`src/design/tlf_pkg.sv`:
```
// Shared types, character codes and helpers of the text line folder.
package tlf_pkg;

    localparam logic [7:0] CH_HYPHEN  = 8'd45;
    localparam logic [7:0] CH_SPACE   = 8'd32;
    localparam logic [7:0] CH_TAB     = 8'd9;
    localparam logic [7:0] CH_NEWLINE = 8'd10;

    typedef enum logic [2:0] {
        ST_IDLE,
        ST_EMIT,
        ST_HYPH,
        ST_NL,
        ST_HFIX,
        ST_COPY,
        ST_PUT
    } t_state;

    // what happens to the line buffer once the emitted line is done
    typedef enum logic [1:0] {
        OP_NONE,
        OP_RESTART,
        OP_HYPH,
        OP_MOVE
    } t_op;

    typedef struct packed {
        logic [7:0] out_char;
        logic       last_of_run;
    } t_beat;

    function automatic logic is_blank(input logic [7:0] ch);
        return (ch == CH_SPACE) || (ch == CH_TAB) || (ch == CH_NEWLINE);
    endfunction

endpackage

```
`src/design/tlf_ram.sv`:
```
// Generic simple dual-port RAM, one write port, one registered read port.
module tlf_ram #(
    parameter int WIDTH = 8,
    parameter int DEPTH = 10
) (
    input  logic                     i_clk,
    input  logic                     i_wr_en,
    input  logic [$clog2(DEPTH)-1:0] i_wr_addr,
    input  logic [WIDTH-1:0]         i_wr_data,
    input  logic                     i_rd_en,
    input  logic [$clog2(DEPTH)-1:0] i_rd_addr,
    output logic [WIDTH-1:0]         o_rd_data
);

    logic [WIDTH-1:0] r_mem [DEPTH];
    logic [WIDTH-1:0] r_rd_data;

    always_ff @(posedge i_clk) begin
        if (i_wr_en) begin
            r_mem[i_wr_addr] <= i_wr_data;
        end
        // read data holds while no read is issued
        if (i_rd_en) begin
            r_rd_data <= r_mem[i_rd_addr];
        end
    end

    assign o_rd_data = r_rd_data;

endmodule

```
`src/design/tlf_out_reg.sv`:
```
// Output register of the folder: holds one result beat toward the consumer.
module tlf_out_reg (
    input  logic          i_clk,
    input  logic          i_rst_n,
    input  logic          i_push,
    input  tlf_pkg::t_beat i_beat,
    output logic          o_push_ok,
    output logic          o_out_valid,
    input  logic          i_out_stall,
    output logic [7:0]    o_out_char,
    output logic          o_last_of_run
);

    logic           r_vld;
    tlf_pkg::t_beat r_beat;
    logic           load_ok;

    assign load_ok = !r_vld || !i_out_stall;

    always_ff @(posedge i_clk) begin
        if (!i_rst_n) begin
            r_vld <= 1'b0;
        end else if (load_ok) begin
            r_vld <= i_push;
        end
    end

    always_ff @(posedge i_clk) begin
        if (load_ok && i_push) begin
            r_beat <= i_beat;
        end
    end

    assign o_push_ok     = load_ok;
    assign o_out_valid   = r_vld;
    assign o_out_char    = r_beat.out_char;
    assign o_last_of_run = r_beat.last_of_run;

endmodule

```
`src/design/tlf_seq.sv`:
```
// Folder sequencer: decodes each character, drives the line buffer RAM, emits beats.
module tlf_seq #(
    parameter int LINE_WIDTH = 10
) (
    input  logic           i_clk,
    input  logic           i_rst_n,
    input  logic           i_in_valid,
    output logic           o_in_stall,
    input  logic [7:0]     i_in_char,
    input  logic           i_end_of_input,
    output logic           o_push,
    output tlf_pkg::t_beat o_beat,
    input  logic           i_push_ok
);

    localparam int AW = $clog2(LINE_WIDTH);
    localparam int FW = $clog2(LINE_WIDTH + 1);

    tlf_pkg::t_state r_state, n_state;
    tlf_pkg::t_op    r_op, n_op;
    logic            r_hyph, n_hyph;
    logic [FW-1:0]   r_fill, n_fill;
    logic            r_ts, n_ts;
    logic            r_np, n_np;
    logic            r_fw, n_fw;
    logic            r_bvld, n_bvld;
    logic [AW-1:0]   r_bpos, n_bpos;
    logic [7:0]      r_ch, n_ch;
    logic [AW-1:0]   r_ridx, n_ridx;
    logic [AW-1:0]   r_widx, n_widx;
    logic [FW-1:0]   r_left, n_left;

    logic            acc;
    logic            d_emit;
    logic [FW-1:0]   d_len;
    logic            d_hyph;
    tlf_pkg::t_op    d_op;
    logic            d_we;
    logic [AW-1:0]   d_waddr;

    logic            blank, nl, full;

    logic            ram_we;
    logic [AW-1:0]   ram_waddr;
    logic [7:0]      ram_wdata;
    logic            ram_re;
    logic [AW-1:0]   ram_raddr;
    logic [7:0]      ram_rdata;

    assign acc        = i_in_valid && (r_state == tlf_pkg::ST_IDLE);
    assign o_in_stall = (r_state != tlf_pkg::ST_IDLE);

    assign blank = tlf_pkg::is_blank(i_in_char);
    assign nl    = (i_in_char == tlf_pkg::CH_NEWLINE);
    assign full  = (r_fill >= FW'(LINE_WIDTH));

    // item decode; r_bpos tracks the last blank written into the current line
    always_comb begin
        d_emit  = 1'b0;
        d_len   = '0;
        d_hyph  = 1'b0;
        d_op    = tlf_pkg::OP_NONE;
        d_we    = 1'b0;
        d_waddr = '0;
        n_fill  = r_fill;
        n_ts    = r_ts;
        n_np    = r_np;
        n_fw    = r_fw;
        n_bvld  = r_bvld;
        n_bpos  = r_bpos;
        if (acc) begin
            priority if (i_end_of_input) begin
                d_emit = 1'b1;
                d_len  = r_fill;
                n_fill = '0;
                n_ts   = 1'b0;
                n_np   = 1'b0;
                n_fw   = 1'b0;
                n_bvld = 1'b0;
            end else if (!r_ts) begin
                priority if (nl && r_np) begin
                    d_emit = 1'b1;
                end else if (nl) begin
                    n_np = 1'b1;
                end else if (!blank) begin
                    d_we   = 1'b1;
                    n_fill = FW'(1);
                    n_ts   = 1'b1;
                    n_fw   = 1'b1;
                    n_np   = 1'b0;
                    n_bvld = 1'b0;
                end else begin
                    // leading space or tab: dropped
                end
            end else if (nl && !r_np) begin
                d_emit = 1'b1;
                d_len  = r_fill;
                n_fill = '0;
                n_ts   = 1'b0;
                n_fw   = 1'b0;
                n_np   = 1'b1;
                n_bvld = 1'b0;
            end else if (full) begin
                d_emit = 1'b1;
                n_bvld = 1'b0;
                priority if (blank) begin
                    d_len  = FW'(LINE_WIDTH);
                    n_fill = '0;
                    n_np   = 1'b0;
                    n_ts   = 1'b0;
                    n_fw   = 1'b0;
                end else if (r_bvld && (r_bpos == AW'(LINE_WIDTH - 1))) begin
                    // line ends on a blank: new character opens the next line
                    d_len  = FW'(LINE_WIDTH);
                    d_op   = tlf_pkg::OP_RESTART;
                    n_fill = FW'(1);
                    n_fw   = 1'b1;
                end else if (r_fw || !r_bvld) begin
                    d_len  = FW'(LINE_WIDTH - 1);
                    d_hyph = 1'b1;
                    d_op   = tlf_pkg::OP_HYPH;
                    n_fill = FW'(2);
                end else begin
                    d_len  = FW'(r_bpos) + FW'(1);
                    d_op   = tlf_pkg::OP_MOVE;
                    n_fill = FW'(LINE_WIDTH) - FW'(r_bpos);
                    n_fw   = 1'b1;
                end
            end else begin
                if (blank) begin
                    n_fw   = 1'b0;
                    n_bvld = 1'b1;
                    n_bpos = r_fill[AW-1:0];
                end
                d_we    = 1'b1;
                d_waddr = r_fill[AW-1:0];
                n_fill  = r_fill + FW'(1);
            end
        end
    end

    // next state
    always_comb begin
        n_state = r_state;
        unique case (r_state)
            tlf_pkg::ST_IDLE: begin
                if (acc && d_emit) begin
                    if (d_len != '0) begin
                        n_state = tlf_pkg::ST_EMIT;
                    end else begin
                        n_state = d_hyph ? tlf_pkg::ST_HYPH : tlf_pkg::ST_NL;
                    end
                end
            end
            tlf_pkg::ST_EMIT: begin
                if (i_push_ok && (r_left == FW'(1))) begin
                    n_state = r_hyph ? tlf_pkg::ST_HYPH : tlf_pkg::ST_NL;
                end
            end
            tlf_pkg::ST_HYPH: begin
                if (i_push_ok) begin
                    n_state = tlf_pkg::ST_NL;
                end
            end
            tlf_pkg::ST_NL: begin
                if (i_push_ok) begin
                    unique case (r_op)
                        tlf_pkg::OP_HYPH: n_state = tlf_pkg::ST_HFIX;
                        tlf_pkg::OP_MOVE: n_state = tlf_pkg::ST_COPY;
                        default:          n_state = tlf_pkg::ST_IDLE;
                    endcase
                end
            end
            tlf_pkg::ST_HFIX: n_state = tlf_pkg::ST_IDLE;
            tlf_pkg::ST_COPY: begin
                if (r_left == FW'(1)) begin
                    n_state = tlf_pkg::ST_PUT;
                end
            end
            tlf_pkg::ST_PUT:  n_state = tlf_pkg::ST_IDLE;
            default:          n_state = tlf_pkg::ST_IDLE;
        endcase
    end

    // RAM accesses and result beats
    always_comb begin
        ram_we      = 1'b0;
        ram_waddr   = '0;
        ram_wdata   = r_ch;
        ram_re      = 1'b0;
        ram_raddr   = r_ridx;
        o_push      = 1'b0;
        o_beat      = '{out_char: tlf_pkg::CH_NEWLINE, last_of_run: 1'b1};
        unique case (r_state)
            tlf_pkg::ST_IDLE: begin
                ram_we    = d_we;
                ram_waddr = d_waddr;
                ram_wdata = i_in_char;
                if (acc && d_emit && (d_len != '0)) begin
                    ram_re    = 1'b1;
                    ram_raddr = '0;
                end
            end
            tlf_pkg::ST_EMIT: begin
                o_push = 1'b1;
                o_beat = '{out_char: ram_rdata, last_of_run: 1'b0};
                if (i_push_ok && (r_left != FW'(1))) begin
                    ram_re = 1'b1;
                end
            end
            tlf_pkg::ST_HYPH: begin
                o_push    = 1'b1;
                o_beat    = '{out_char: tlf_pkg::CH_HYPHEN, last_of_run: 1'b0};
                // fetch the character carried to the next line
                ram_re    = 1'b1;
                ram_raddr = AW'(LINE_WIDTH - 1);
            end
            tlf_pkg::ST_NL: begin
                o_push = 1'b1;
                if (i_push_ok) begin
                    unique case (r_op)
                        tlf_pkg::OP_RESTART: begin
                            ram_we    = 1'b1;
                            ram_waddr = '0;
                        end
                        tlf_pkg::OP_HYPH: begin
                            ram_we    = 1'b1;
                            ram_waddr = AW'(1);
                        end
                        tlf_pkg::OP_MOVE: begin
                            ram_re    = 1'b1;
                            ram_raddr = r_bpos + AW'(1);
                        end
                        default: ;
                    endcase
                end
            end
            tlf_pkg::ST_HFIX: begin
                ram_we    = 1'b1;
                ram_waddr = '0;
                ram_wdata = ram_rdata;
            end
            tlf_pkg::ST_COPY: begin
                ram_we    = 1'b1;
                ram_waddr = r_widx;
                ram_wdata = ram_rdata;
                if (r_left != FW'(1)) begin
                    ram_re = 1'b1;
                end
            end
            tlf_pkg::ST_PUT: begin
                ram_we    = 1'b1;
                ram_waddr = r_widx;
            end
            default: ;
        endcase
    end

    // sequencing counters
    always_comb begin
        n_op   = r_op;
        n_hyph = r_hyph;
        n_ch   = r_ch;
        n_ridx = r_ridx;
        n_widx = r_widx;
        n_left = r_left;
        unique case (r_state)
            tlf_pkg::ST_IDLE: begin
                if (acc) begin
                    n_ch   = i_in_char;
                    n_op   = d_op;
                    n_hyph = d_hyph;
                    n_left = d_len;
                    n_ridx = AW'(1);
                end
            end
            tlf_pkg::ST_EMIT: begin
                if (i_push_ok) begin
                    n_left = r_left - FW'(1);
                    n_ridx = r_ridx + AW'(1);
                end
            end
            tlf_pkg::ST_NL: begin
                if (i_push_ok && (r_op == tlf_pkg::OP_MOVE)) begin
                    n_ridx = r_bpos + AW'(2);
                    n_widx = '0;
                    n_left = FW'(LINE_WIDTH - 1) - FW'(r_bpos);
                end
            end
            tlf_pkg::ST_COPY: begin
                n_left = r_left - FW'(1);
                n_ridx = r_ridx + AW'(1);
                n_widx = r_widx + AW'(1);
            end
            default: ;
        endcase
    end

    always_ff @(posedge i_clk) begin
        if (!i_rst_n) begin
            r_state <= tlf_pkg::ST_IDLE;
            r_op    <= tlf_pkg::OP_NONE;
            r_left  <= '0;
            r_fill  <= '0;
            r_ts    <= 1'b0;
            r_np    <= 1'b0;
            r_fw    <= 1'b0;
            r_bvld  <= 1'b0;
        end else begin
            r_state <= n_state;
            r_op    <= n_op;
            r_left  <= n_left;
            r_fill  <= n_fill;
            r_ts    <= n_ts;
            r_np    <= n_np;
            r_fw    <= n_fw;
            r_bvld  <= n_bvld;
        end
    end

    always_ff @(posedge i_clk) begin
        r_hyph <= n_hyph;
        r_ch   <= n_ch;
        r_ridx <= n_ridx;
        r_widx <= n_widx;
        r_bpos <= n_bpos;
    end

    tlf_ram #(
        .WIDTH (8),
        .DEPTH (LINE_WIDTH)
    ) u_line_ram (
        .i_clk     (i_clk),
        .i_wr_en   (ram_we),
        .i_wr_addr (ram_waddr),
        .i_wr_data (ram_wdata),
        .i_rd_en   (ram_re),
        .i_rd_addr (ram_raddr),
        .o_rd_data (ram_rdata)
    );

endmodule

```
`src/design/text_line_folder_unit.sv`:
```
// Top level of the text line folder: sequencer with line buffer RAM and output register.
// A character that is only stored or dropped leaves the sequencer idle; one that ends a line
// sends that line from the RAM read port, one beat per cycle while the output does not stall,
// through the RAM read register and the output register, then the newline; a hyphenation
// adds a hyphen beat and a carry write, a word move a RAM copy sweep and one more write.
// Synchronous active-low reset clears the flags and fill count; the buffer is not cleared.
module text_line_folder_unit #(
    parameter int LINE_WIDTH = 10
) (
    input  logic       i_clk,
    input  logic       i_rst_n,
    input  logic       i_in_valid,
    output logic       o_in_stall,
    input  logic [7:0] i_in_char,
    input  logic       i_end_of_input,
    output logic       o_out_valid,
    input  logic       i_out_stall,
    output logic [7:0] o_out_char,
    output logic       o_last_of_run
);

    logic           push;
    logic           push_ok;
    tlf_pkg::t_beat beat;

    tlf_seq #(
        .LINE_WIDTH (LINE_WIDTH)
    ) u_seq (
        .i_clk          (i_clk),
        .i_rst_n        (i_rst_n),
        .i_in_valid     (i_in_valid),
        .o_in_stall     (o_in_stall),
        .i_in_char      (i_in_char),
        .i_end_of_input (i_end_of_input),
        .o_push         (push),
        .o_beat         (beat),
        .i_push_ok      (push_ok)
    );

    tlf_out_reg u_out_reg (
        .i_clk         (i_clk),
        .i_rst_n       (i_rst_n),
        .i_push        (push),
        .i_beat        (beat),
        .o_push_ok     (push_ok),
        .o_out_valid   (o_out_valid),
        .i_out_stall   (i_out_stall),
        .o_out_char    (o_out_char),
        .o_last_of_run (o_last_of_run)
    );

    // end of text always flushes at least a newline
    a_eoi_busy: assert property (@(posedge i_clk) disable iff (!i_rst_n)
        i_in_valid && !o_in_stall && i_end_of_input |=> o_in_stall)
        else $error("end of input did not start a flush");

    // the newline closes every run and nothing else carries it
    a_last_is_nl: assert property (@(posedge i_clk) disable iff (!i_rst_n)
        o_out_valid |-> (o_last_of_run == (o_out_char == tlf_pkg::CH_NEWLINE)))
        else $error("last beat flag and newline disagree");

    // the input side goes busy only right after taking a beat
    a_stall_cause: assert property (@(posedge i_clk) disable iff (!i_rst_n)
        $rose(o_in_stall) |-> $past(i_in_valid && !o_in_stall))
        else $error("input stalled without an accepted beat");

endmodule

```
`config.mk`:
```
export PLATFORM = sky130hd
export DESIGN_NAME = text_line_folder_unit
export DESIGN_NICKNAME = d
export VERILOG_FILES = /design/src/design/tlf_pkg.sv /design/src/design/tlf_ram.sv /design/src/design/tlf_out_reg.sv /design/src/design/tlf_seq.sv /design/src/design/text_line_folder_unit.sv
export SDC_FILE = /design/constraint.sdc
export NUM_CORES = 1
export LEC_CHECK = 0
export BUFFER_PORTS_ARGS = -buffer_cell sky130_fd_sc_hd__buf_2
export CORE_MARGIN = 2
export CORE_UTILIZATION = 67
export CTS_CLUSTER_SIZE = 12
export DETAILED_ROUTE_END_ITERATION = 6
export PLACE_DENSITY = 0.85
export SLEW_MARGIN = 5
export SYNTH_ARGS = -nofsm -noshare
export SYNTH_HDL_FRONTEND = slang
export SYNTH_SLANG_ARGS = --single-unit
```
`constraint.sdc`:
```
create_clock -name i_clk -period 8.36 [get_ports i_clk]
set_input_delay 0.836 -clock i_clk [delete_from_list [all_inputs] [get_ports i_clk]]
set_output_delay 0.836 -clock i_clk [all_outputs]
set_load 0.02 [all_outputs]
```
==> results.txt <==
The filler cells instantiated in the layout total 606. For the max-slew headroom at the worst pin, the log shows 15.50%. The logs give 0 for the number of diodes added for antenna fixing and 0 for the number of resized instances in the post-cts repair step. TritonCTS built the clock tree.

The placer's final routability congestion estimate came out at 1.005. Yosys printed 0 warnings. The run gives 8.65 ns as the required time of the worst setup path.

The flow ran to the end, but the final reports show violations. The number of nets handed over by synthesis was 629. The first global-routing pass estimated 26.77 mm of wire. The tools report the signal arrival time at the worst endpoint as 5.11 ns. CTS placed an instance of clkbuf_8 at the clock tree root. The fraction of the mapped netlist area in adder cells works out to 2.521%.

For this block, wires on met1 add up to 6.584 mm. In this run, the number of DRC markers left after iteration 0 of detailed routing was 881. Total power divided by cell area: 364.4 nW/um^2. The total number of nets in the final design is 643. Synthesis produced 603 cells.

The via count of the first global-routing pass was 4871; the share of synthesized area spent on multiplexers was 0%. The run gives 0 as the remaining antenna violation count. In this run, CTS created clock tree buffers numbering 17.

Once placement finished, the instance area stood at 6925 um^2. The tools report the global route total overflow as 0. Entering global routing, the biggest net connects 33 pins. Met3 routed wirelength: 2.030 mm. Fraction of synthesized cell area in xor and xnor cells: 1.428%.

Setup violations remaining at the end of the flow were counted as 0. Of all nets on the critical path, the largest fanout is 32. Across the routed clock network, the largest skew measured is 0.009427 ns.

The tools report the destination of the critical timing path as u_seq.u_line_ram.o_rd_data[3]$_DFFE_PP_. The most common flop cell mapped by yosys was edfxtp_1. Critical setup path kind: input port to flip-flop. The post-synthesis sequential element count is 136.

The mean area per synthesized cell was 11.19 um^2. The logs give 3904 um^2 for the flip-flop and latch area and 24 for the top-level I/O count. CTS built an H-tree with a depth of 4. Counting flops with a built-in enable in the synthesized netlist gives 118. After detailed routing, the total wire length is 17.30 mm. Of all flip-flops after synthesis, the portion carrying an async set or reset was 0%. In this run the critical register-to-register path is launched from u_seq.r_fill[0]$_SDFFE_PN0P_.

The synthesized netlist devotes 17.50% of its cell area to compound gates. In the final routed layout, each cell accounts on average for 22.68 um. The final reports fail on DRC. The run gives 3.62 ns as the register-to-register setup slack. Ranked by total cell area, the synthesized netlist is headed by edfxtp_1, dfxtp_1, nand2_1. Buffers inserted to repair hold after CTS numbered 0. After synthesis, the largest family of logic cells by area is compound AO/OA/AOI/OAI gates.

The number of buffers on the longest clock path is 2. The tools report the number of failing hold endpoints at the final stage as 0. Clock latency on the worst-skew pair, taken at its later pin, is 0.54 ns. For this block, the via count after detailed routing is 5270.

The synthesized design spends more area on one cell type than any other, namely edfxtp_1. The sort of element at the end of the critical path is a flip-flop. The tools report the post-CTS repair timing setup buffer count as 0. The die outline height was 104.4 um. The multi-input logic area is 2631 um^2, and the post-layout minimum cycle time is 4.822 ns.

STA classifies the critical path startpoint as an input port. The remaining routing DRC violations is 4, and the row count is 36. The number of max-slew violations in the final report is 0, and the horizontal extent of the die is 104.4 um.

With fillers left out, the area of the finished cells amounts to 7550 um^2. Summed over all nets, wire length on met2 after detailed routing comes to 8.142 mm. Fraction of layout cells with a size suffix above 1: 12.86%. The highest metal layer with signal wires is met4. Across every metal layer, demand over resource in global routing totals 33.08%. Synthesis instantiated 73 different standard cells from the library. The logic depth of the worst register-to-register path is 10, and the synthesis-to-finish area growth is 11.87%.

In the routed layout, each cell is associated on average with a via count of 6.907. The path class of the tightest hold or removal check is flip-flop to flip-flop. The reg-to-reg critical path endpoint is u_seq.u_line_ram.o_rd_data[3]$_DFFE_PP_. Summed over all nets, the half-perimeter wirelength after detailed placement is 11.06 mm. For this run, the register share of the synthesized area comes to 57.84%.

During placement, the flow inserted port buffers numbering 23. The number of search-and-repair iterations in the first detailed-routing pass is 7, and the overall die area is 10890 um^2. After clock tree synthesis, the clock-pin slew on the worst setup and hold paths is 0.06 ns. Clock tree synthesis found a total of 136 sinks. Once the floorplan was initialized, standard cells occupied 69.05% of the core. The synthesized netlist occupies a cell area of 6749 um^2. Number of antenna violations at the first check in global routing: 0. Of the available clock period, the critical path in the final layout requires 57.68%. For this run, the top clock speed supported by timing is 0.2074 GHz. In the final timing run, aggregate negative setup slack is 0 ns.

Of the total synthesized cell area, the portion taken by AND, OR, NAND and NOR gates is 17.46%. For the pin with the worst max-slew slack, the measured transition is 1.254 ns. The core region is 9774 um^2. The top cell type by area accounts for 52.50% of the synthesized area.

The worst-case IR drop observed on VDD is 0.2326 mV. Setup repair after global routing left no endpoint under its margin. Max-cap violations in this run came to 0. The tools report the total leakage power as 2.715 nW.

The tools report the first element of the critical path as i_in_char[2].
## worst max-delay path: stages
cell and delay (ns):
buf_2 0.13, nor4_1 0.92, nand3_1 0.31, o211ai_1 0.32
a21boi_2 0.79, nand2_1 0.92, a211oi_1 0.53, o21ai_0 0.16
o211a_1 0.18
## metrics by stage
stage	utilization [%]	hold WS (ns)	cells	setup slack [ns]	power, W
after floorplan	-	0.4029	603	4.819	0.001669
after global placement	70.85	0.5170	731	3.663	0.001867
after detailed placement	70.85	0.5286	731	3.345	0.001911
after CTS	77.24	0.5264	763	3.796	0.002718
after global routing	77.24	0.5089	763	3.391	0.002857
final	77.24	0.5412	763	3.538	0.002751
## flip-flops by register name, summed over array words and instances (netlist names), 2 cells and up
signal	count
u_seq.r_left	4
u_seq.r_state	3
u_seq.r_bpos	4
u_out_reg.o_out_char	8
u_seq.r_op	2
u_seq.u_line_ram.r_mem	80
u_seq.r_ch	8
u_seq.r_ridx	4
u_seq.r_widx	4
u_seq.r_fill	4
u_seq.u_line_ram.o_rd_data	8
## cell usage in the layout (no fill, tap or decap), types with 4 or more instances in the layout
| cell | instances |
|---|---|
| a31oi_1 | 10 |
| dfxtp_1 | 18 |
| ha_1 | 12 |
| nor2b_1 | 10 |
| buf_2 | 23 |
| nand2b_1 | 9 |
| nand4_1 | 11 |
| and3_1 | 27 |
| buf_4 | 5 |
| xor2_1 | 7 |
| o21ai_1 | 6 |
| a22oi_1 | 14 |
| and2_1 | 4 |
| nor3_1 | 14 |
| nor2_1 | 40 |
| clkbuf_16 | 16 |
| nand3_1 | 12 |
| nor4_1 | 4 |
| a21oi_1 | 28 |
| bufinv_16 | 5 |
| o21ai_0 | 29 |
| a211oi_1 | 15 |
| inv_1 | 17 |
| nand2_1 | 77 |
| edfxtp_1 | 118 |
| o211a_1 | 11 |
| xnor2_1 | 4 |
| a211oi_2 | 6 |
| o211ai_1 | 5 |
| o22ai_1 | 6 |
## layer usage
layer  GRT usage [%]  vias up
li1                -     2324
met1           44.15     2476
met2           51.54      408
met3           10.46       62
met4           11.49        0
met5               0        -
## how the worst min path moves through the flow
stage	end	startpoint	cells past startpoint	slack [ns]
2_1_floorplan	u_seq.r_bpos[2]$_DFFE_PP_	u_seq.r_fill[2]$_SDFFE_PN0P_	0	0.40
3_3_place_gp	u_seq.r_left[1]$_SDFFE_PN0P_	u_seq.r_left[1]$_SDFFE_PN0P_	1	0.52
3_5_place_dp	u_seq.r_left[1]$_SDFFE_PN0P_	u_seq.r_left[1]$_SDFFE_PN0P_	1	0.53
4_1_cts	u_seq.r_ch[4]$_DFFE_PP_	i_in_char[4]	1	0.53
5_1_grt	u_seq.r_ch[4]$_DFFE_PP_	i_in_char[4]	1	0.51
6_report	u_seq.r_left[1]$_SDFFE_PN0P_	u_seq.r_left[1]$_SDFFE_PN0P_	1	0.54
## synthesized netlist by cell type, drive strengths merged (12+ instances only)
cell	instances
and3	28
clkbuf	20
nor2	40
nor3	16
o21ai	36
a22oi	14
edfxtp	118
nand3	13
ha	12
buf	13
dfxtp	18
inv	17
a21oi	29
nand2	77
a211oi	21
## report_power, final
part / internal, W / switching (W) / total (W)
clock network: 0.000514 / 0.000277 / 0.000791
registers: 0.000943 / 0.0000803 / 0.00102
logic: 0.000294 / 0.000643 / 0.000936
## final cells by class
class | count | share of cell area, %
Tap cell | 133 | 2.204
Timing Repair Buffer | 28 | 2.022
Inverter | 19 | 0.9446
Sequential cell | 136 | 51.71
Clock buffer | 20 | 5.635
Clock inverter | 12 | 2.635
Multi-Input combinational cell | 415 | 34.85
## logic make-up after synthesis
kind of cell               count (synthesis)
and+or+nand+nor                          227
AOI/OAI and AO/OA                        164
DFF                                      136
buffers and inverters                     52
adders and majority gates                 13
xor gates and xnor gates                  11
No activity file was read; power rests on OpenSTA's default activity.
